### src/rtl/core/gf2irr_pkg.sv
// shared types and constants of the gf2 polynomial irreducibility tester
`default_nettype none
package gf2irr_pkg;

	localparam int COEF_W     = 63;
	localparam int DEG_W      = 6;
	localparam int POLY_W     = 64;
	localparam int ROUND_W    = 5;
	localparam int MIN_DEGREE = 3;
	localparam int MAX_DEGREE = 63;

	typedef struct packed {
		logic [COEF_W-1:0] coefficients;
		logic [DEG_W-1:0]  degree;
	} gf2irr_in_t;

	typedef struct packed {
		logic [POLY_W-1:0] polynomial;
		logic              irreducible;
	} gf2irr_out_t;

	// shift-xor unit operation
	typedef struct packed {
		logic shl;
		logic red;
		logic add;
	} gf2irr_op_t;

	typedef struct packed {
		logic start;
		logic take;
	} gf2irr_ctrl_t;

	typedef struct packed {
		logic idle;
		logic done;
		logic irred;
	} gf2irr_stat_t;

endpackage
`default_nettype wire

### src/rtl/core/gf2irr_alu.sv
// shared shift-xor unit: optional left shift, modular fold, conditional add
`default_nettype none
module gf2irr_alu (
	input  wire gf2irr_pkg::gf2irr_op_t        op,
	input  wire [gf2irr_pkg::POLY_W-1:0]       opa,
	input  wire [gf2irr_pkg::POLY_W-1:0]       fold,
	input  wire [gf2irr_pkg::POLY_W-1:0]       addend,
	output logic [gf2irr_pkg::POLY_W-1:0]      res
);
	import gf2irr_pkg::*;

	logic [POLY_W-1:0] t;

	always_comb begin
		t = op.shl ? {opa[POLY_W-2:0], 1'b0} : opa;
		// operands are left-justified, so the modulus leading term sits at the top bit
		if (op.red && t[POLY_W-1]) begin
			t = t ^ fold;
		end
		if (op.add) begin
			t = t ^ addend;
		end
		res = t;
	end

endmodule
`default_nettype wire

### src/rtl/core/gf2irr_engine.sv
// sequencer for the squaring and gcd rounds over the shared shift-xor unit
`default_nettype none
module gf2irr_engine (
	input  wire                               clk,
	input  wire                               arst_n,
	input  wire gf2irr_pkg::gf2irr_ctrl_t     ctrl,
	input  wire [gf2irr_pkg::POLY_W-1:0]      pj,
	input  wire [gf2irr_pkg::POLY_W-1:0]      xj,
	input  wire [gf2irr_pkg::DEG_W-1:0]       deg,
	output gf2irr_pkg::gf2irr_stat_t          stat
);
	import gf2irr_pkg::*;

	localparam logic [1:0] ST_IDLE = 2'd0;
	localparam logic [1:0] ST_SQR  = 2'd1;
	localparam logic [1:0] ST_GCD  = 2'd2;
	localparam logic [1:0] ST_DONE = 2'd3;

	logic [1:0]         state_q;
	logic [DEG_W-1:0]   k_q;
	logic [ROUND_W-1:0] rnd_q;
	logic               irred_q;

	logic [POLY_W-1:0]  pj_q;
	logic [POLY_W-1:0]  xj_q;
	logic [POLY_W-1:0]  r_q;
	logic [POLY_W-1:0]  a_q;
	logic [POLY_W-1:0]  b_q;
	logic [DEG_W-1:0]   d_q;
	logic [DEG_W-1:0]   da_q;
	logic [DEG_W-1:0]   db_q;

	gf2irr_op_t         alu_op;
	logic [POLY_W-1:0]  alu_in;
	logic [POLY_W-1:0]  alu_add;
	logic [POLY_W-1:0]  alu_out;
	logic               alu_sel_b;
	logic               a_nz;
	logic               b_nz;
	logic               a_norm;
	logic               b_norm;
	logic               fin;
	logic               cop;
	logic               sqr_last;

	gf2irr_alu u_alu (
		.op     (alu_op),
		.opa    (alu_in),
		.fold   (pj_q),
		.addend (alu_add),
		.res    (alu_out)
	);

	always_comb begin
		a_nz      = |a_q;
		b_nz      = |b_q;
		a_norm    = !a_nz || a_q[POLY_W-1];
		b_norm    = !b_nz || b_q[POLY_W-1];
		fin       = a_norm && b_norm && (!a_nz || !b_nz);
		cop       = !a_nz ? (db_q == '0) : (da_q == '0);
		sqr_last  = (k_q == DEG_W'(1));
		alu_op    = '0;
		alu_in    = a_q;
		alu_add   = b_q;
		alu_sel_b = 1'b0;
		case (state_q)
			ST_SQR: begin
				// one bit of the multiplier per cycle, top bit first
				alu_op.shl = 1'b1;
				alu_op.red = 1'b1;
				alu_op.add = b_q[POLY_W-2];
				alu_add    = r_q;
			end
			ST_GCD: begin
				if (!a_norm) begin
					alu_op.shl = 1'b1;
				end else if (!b_norm) begin
					alu_op.shl = 1'b1;
					alu_in     = b_q;
					alu_sel_b  = 1'b1;
				end else if (a_nz && b_nz) begin
					alu_op.add = 1'b1;
					if (da_q < db_q) begin
						alu_in    = b_q;
						alu_add   = a_q;
						alu_sel_b = 1'b1;
					end
				end
			end
			default: ;
		endcase
	end

	always_ff @(posedge clk or negedge arst_n) begin
		if (!arst_n) begin
			state_q <= ST_IDLE;
			k_q     <= '0;
			rnd_q   <= '0;
			irred_q <= 1'b0;
		end else begin
			case (state_q)
				ST_IDLE: begin
					if (ctrl.start) begin
						state_q <= ST_SQR;
						k_q     <= deg;
						rnd_q   <= deg[DEG_W-1:1];
					end
				end
				ST_SQR: begin
					k_q <= k_q - DEG_W'(1);
					if (sqr_last) begin
						state_q <= ST_GCD;
					end
				end
				ST_GCD: begin
					if (fin) begin
						if (!cop) begin
							irred_q <= 1'b0;
							state_q <= ST_DONE;
						end else if (rnd_q == ROUND_W'(1)) begin
							irred_q <= 1'b1;
							state_q <= ST_DONE;
						end else begin
							rnd_q   <= rnd_q - ROUND_W'(1);
							k_q     <= d_q;
							state_q <= ST_SQR;
						end
					end
				end
				ST_DONE: begin
					if (ctrl.take) begin
						state_q <= ST_IDLE;
					end
				end
				default: state_q <= ST_IDLE;
			endcase
		end
	end

	always_ff @(posedge clk) begin
		case (state_q)
			ST_IDLE: begin
				if (ctrl.start) begin
					pj_q <= pj;
					xj_q <= xj;
					d_q  <= deg;
					r_q  <= xj;
					a_q  <= '0;
					b_q  <= xj;
				end
			end
			ST_SQR: begin
				if (sqr_last) begin
					r_q  <= alu_out;
					a_q  <= pj_q;
					b_q  <= alu_out ^ xj_q;
					da_q <= d_q;
					db_q <= d_q;
				end else begin
					a_q <= alu_out;
					b_q <= {b_q[POLY_W-2:0], 1'b0};
				end
			end
			ST_GCD: begin
				if (fin) begin
					// next round restarts the square of r
					a_q <= '0;
					b_q <= r_q;
				end else if (alu_sel_b) begin
					b_q <= alu_out;
					if (alu_op.shl) begin
						db_q <= db_q - DEG_W'(1);
					end
				end else begin
					a_q <= alu_out;
					if (alu_op.shl) begin
						da_q <= da_q - DEG_W'(1);
					end
				end
			end
			default: ;
		endcase
	end

	assign stat.idle  = (state_q == ST_IDLE);
	assign stat.done  = (state_q == ST_DONE);
	assign stat.irred = irred_q;

	a_start_idle: assert property (@(posedge clk) disable iff (!arst_n)
		ctrl.start |-> state_q == ST_IDLE)
		else $error("start seen while engine busy");

	a_done_hold: assert property (@(posedge clk) disable iff (!arst_n)
		(state_q == ST_DONE && !ctrl.take) |=> state_q == ST_DONE)
		else $error("result dropped before it was taken");

	a_sqr_count: assert property (@(posedge clk) disable iff (!arst_n)
		(state_q == ST_SQR || state_q == ST_GCD) |-> (k_q != '0 || state_q == ST_GCD)
			&& rnd_q != '0)
		else $error("round or step counter ran out");

	a_gcd_nonzero: assert property (@(posedge clk) disable iff (!arst_n)
		state_q == ST_GCD |-> (a_q != '0 || b_q != '0))
		else $error("both gcd operands zero");

endmodule
`default_nettype wire

### config.mk
export PLATFORM = sky130hd
export DESIGN_NAME = gf2irr_engine
export DESIGN_NICKNAME = d
export VERILOG_FILES = /design/src/rtl/core/gf2irr_pkg.sv /design/src/rtl/core/gf2irr_alu.sv /design/src/rtl/core/gf2irr_engine.sv
export SDC_FILE = /design/constraint.sdc
export NUM_CORES = 1
export LEC_CHECK = 0
export ABC_AREA = 1
export BUFFER_PORTS_ARGS = -buffer_cell sky130_fd_sc_hd__buf_4
export CORE_AREA = 2 2 241 243
export CTS_CLUSTER_DIAMETER = 60
export DETAILED_ROUTE_END_ITERATION = 10
export DIE_AREA = 0 0 243 245
export SYNTH_ARGS = -nofsm -noshare
export SYNTH_HDL_FRONTEND = slang
export SYNTH_HIERARCHICAL = 1
export SYNTH_SLANG_ARGS = --single-unit
### constraint.sdc
create_clock -name clk -period 8.1 [get_ports clk]
set_input_delay 0.405 -clock clk [delete_from_list [all_inputs] [get_ports clk]]
set_output_delay 0.405 -clock clk [all_outputs]
set_load 0.02 [all_outputs]
==> results.sh <==
export IMPL_status="finished clean"
export IMPL_path_cells="nor2_1, nand2_1, nor2_1, nand2_1, nor2_2, nand2_2, nand2_2, nand2_2, nand2_1, nand2_4, nand2_1, nand3_2, buf_4, nor2_1, nand2_1, nand2_1, xor2_1, a221oi_1, nand2_1, nor2_1, nor2_1"
export IMPL_rsz0062_at_grt="false"
export IMPL_worst_pin_slew_ns=1.20
export IMPL_crit_type="flop to flop"
export IMPL_crit_required_ns=8.45
export IMPL_crit_buf_inv=1
export IMPL_grt_ovfl_total=0
export IMPL_fin_area_um2=29400
export IMPL_cts_tree="done"
export IMPL_finalCritPeriodShare_pct=68.3
export IMPL_grt_pass1_wl_mm=133
export IMPL_hp_class="input port to flop"
export IMPL_timing_rr_start="a_q[26]"
export IMPL_fin_setup_tns_ns=0
export IMPL_htreeDepth=2
export IMPL_drive_gt1_share_pct=7.66
export IMPL_worstPathArrival_ns=5.89
export IMPL_dpl_cell_area_um2=26800
export IMPL_p_int_w=0.00675
export IMPL_clock_sinks=352
export IMPL_first_pass_iters=6
export IMPL_grtUsageTotal_pct=28.5
export IMPL_io_pins=141
export IMPL_power_share_combinational_pct=57.9
export IMPL_critPathLaunch="a_q[26]"
export IMPL_cts_clk_slew_worst_paths_ns=0.06
export IMPL_antenna_cells=0
export IMPL_area_growth_pct=15.9
export IMPL_drc=0
export IMPL_power_density_nw_per_um2=471
export IMPL_yosysWarnings=6
export IMPL_post_cts_buffers=0
export IMPL_worstPathMaxFanout=93
export IMPL_switching_share_pct=51.3
export IMPL_num_fill_cells=5750
export IMPL_place_congestion=0.840
export IMPL_port_buffers=140
export IMPL_wirelength_mm=85.7
export IMPL_insertion_delay_ns=0.60
export IMPL_fin_ws_ns=2.57
export IMPL_fin_util_pct=51.6
export IMPL_cap_violations=0
export IMPL_cpPeakStageDelay_ns=0.79
export IMPL_min_delay_start="xj[14]"
export IMPL_drtIter0Drc=2121
export IMPL_final_antenna_net_count=0
export IMPL_syn_nets=3851
export IMPL_setup_violations=0
export IMPL_core_um2=57000
export IMPL_clock_path_buffers=3
export IMPL_crit_path_start_kind="flop"
export IMPL_antenna_found_initial=0
export IMPL_crit_path_end_kind="flop"
export IMPL_p_switching_w=0.00711
export IMPL_leakage_nw=14.0
export IMPL_numCtsBuffers=46
export IMPL_ys_ff_latch=352
export IMPL_critPathMostFrequentCell="nand2_1"
export IMPL_grt_max_degree=166
export IMPL_hold_violations=0
export IMPL_pwr_share_clk_pct=15.3
export IMPL_netlist_instances=3696
export IMPL_fmax_ghz=0.181
export IMPL_synth_cell_type_count=37
export IMPL_whs_ns=0.0156
export IMPL_syn_cell_area_um2=25400
export IMPL_vias=24800
export IMPL_maxSlewHeadroom_pct=20.0
export IMPL_yosysSeqAreaShare_pct=41.4
export IMPL_ir_worst_vdd_mv=0.552
export IMPL_drv_slew=0
export IMPL_routed_via_density=5.37
export IMPL_synth_area_per_cell_um2=6.87
export IMPL_die_width_um=243
export IMPL_dieArea_um2=59500
export IMPL_pwr_share_seq_pct=26.8
export IMPL_wl_per_cell_um=18.6
export IMPL_dp_slack_ns=2.65
export IMPL_grt_pass1_vias=23300
export IMPL_initial_core_util_pct=44.5
export IMPL_crit_slowest_cell="nand3_2"
export IMPL_final_nets=3971
export IMPL_fin_skew_ns=0.0265
export IMPL_cp_top_family="simple AND/OR/NAND/NOR gates"
export IMPL_die_h_um=245
export IMPL_min_period_ns=5.53
export IMPL_clockRootBuffer="clkbuf_16"
export IMPL_std_cell_rows=88
export IMPL_post_dp_hpwl_mm=49.1
-- sequential cells by signal (all words and copies together) (netlist names), 64 cells and up --
| register | count |
|---|---|
| a_q | 64 |
| b_q | 64 |
| pj_q | 64 |
| r_q | 64 |
| xj_q | 64 |
-- Yosys cell counts --
cell type / n / share of area [%]
a211oi_1: 2 / 0.059
a21boi_0: 1 / 0.030
a21oi_1: 65 / 1.3
a221oi_1: 66 / 2.3
a22oi_1: 9 / 0.27
a31oi_1: 10 / 0.25
buf_1: 21 / 0.31
buf_2: 69 / 1.4
buf_4: 9 / 0.27
buf_6: 10 / 0.44
clkbuf_1: 100 / 1.5
clkinv_1: 1 / 0.015
dfrtp_1: 14 / 1.4
edfxtp_1: 338 / 40
ha_1: 17 / 0.84
inv_1: 491 / 7.3
inv_2: 5 / 0.074
mux2i_1: 2 / 0.079
nand2_1: 1445 / 21
nand2_2: 4 / 0.099
nand3_1: 357 / 7.0
nand3_2: 4 / 0.16
nand3b_1: 1 / 0.030
nand4_1: 62 / 1.5
nor2_1: 277 / 4.1
nor2_2: 1 / 0.025
nor2_4: 1 / 0.044
nor3_1: 22 / 0.43
nor3_2: 20 / 0.79
o211ai_1: 1 / 0.030
o21ai_0: 90 / 1.8
o21ai_1: 70 / 1.4
o21ai_4: 1 / 0.064
o221ai_1: 2 / 0.069
o22ai_1: 35 / 0.86
xnor2_1: 2 / 0.069
xor2_1: 71 / 2.5
-- power by group through the flow --
stage	Sequential [W]	Clock [W]	Combinational, W
after floorplan	0.00355	0	0.00587
after global placement	0.00373	0	0.00780
after detailed placement	0.00373	0	0.00786
after CTS	0.00370	0.00216	0.00793
after global routing	0.00379	0.00223	0.00903
final	0.00371	0.00213	0.00803
-- cell type report --
type | count | area (µm²) | area share, %
multi-input combinational | 2638 | 12100 | 41.3
sequential | 352 | 10500 | 35.7
timing repair buffer | 281 | 2390 | 8.13
inverter | 497 | 1870 | 6.37
clock buffer | 62 | 1310 | 4.44
tap | 765 | 957 | 3.25
clock inverter | 23 | 245 | 0.834
-- cell usage in the layout (no fill, tap or decap), drive strengths merged, types with 42 or more instances in the layout --
cell / instances
clkbuf: 62
nand2: 1449
dlygate4sd3: 108
a21oi: 65
inv: 502
buf: 173
nor3: 42
a221oi: 66
nand4: 62
xor2: 71
nor2: 279
nand3: 361
edfxtp: 338
o21ai: 161
-- final timing paths --
| kind | to | slack (ns) | depth (start not counted) |
|---|---|---|---|
| hold reg to reg | rnd_q[4] | 0.48 | 2 |
| min in group asynchronous | rnd_q[1] | 0.21 | 2 |
| hold / removal | xj_q[14] | 0.02 | 1 |
| max in group asynchronous | k_q[4] | 7.70 | 2 |
| setup / recovery | b_q[16] | 2.57 | 21 |
| setup reg to reg | b_q[16] | 2.57 | 21 |
-- stage by stage --
step | total power (W) | cells
after floorplan | 0.00942 | 3696
final | 0.0139 | 4618
after global placement | 0.0115 | 4425
after detailed placement | 0.0116 | 4425
after CTS | 0.0138 | 4618
after global routing | 0.0150 | 4618
-- layer usage --
layer	track usage (%)	wire length [µm]	vias to the layer above
li1	-	-	12200
met1	37.6	36200	11400
met2	47.3	39600	1027
met3	3.97	6930	174
met4	11.1	2980	0
met5	0	0	-
-- cell families (layout without fill, tap and decap cells) --
group,after synthesis,in the layout,synth area share (%)
AOI/OAI and AO/OA,352,352,8.34
DFF,352,352,41.4
xor gates and xnor gates,73,73,2.52
adders and majority gates,17,17,0.838
and+or+nand+nor,2194,2194,35.6
muxes,2,2,0.0789
buffers and inverters,706,863,11.2
-- what timing repair did --
item                                   in CTS  in global routing
resized for setup                           0                  0
endpoints found under the hold margin     121                  0
hold buffers                              108                  0
(Power assumes the default switching activity.)
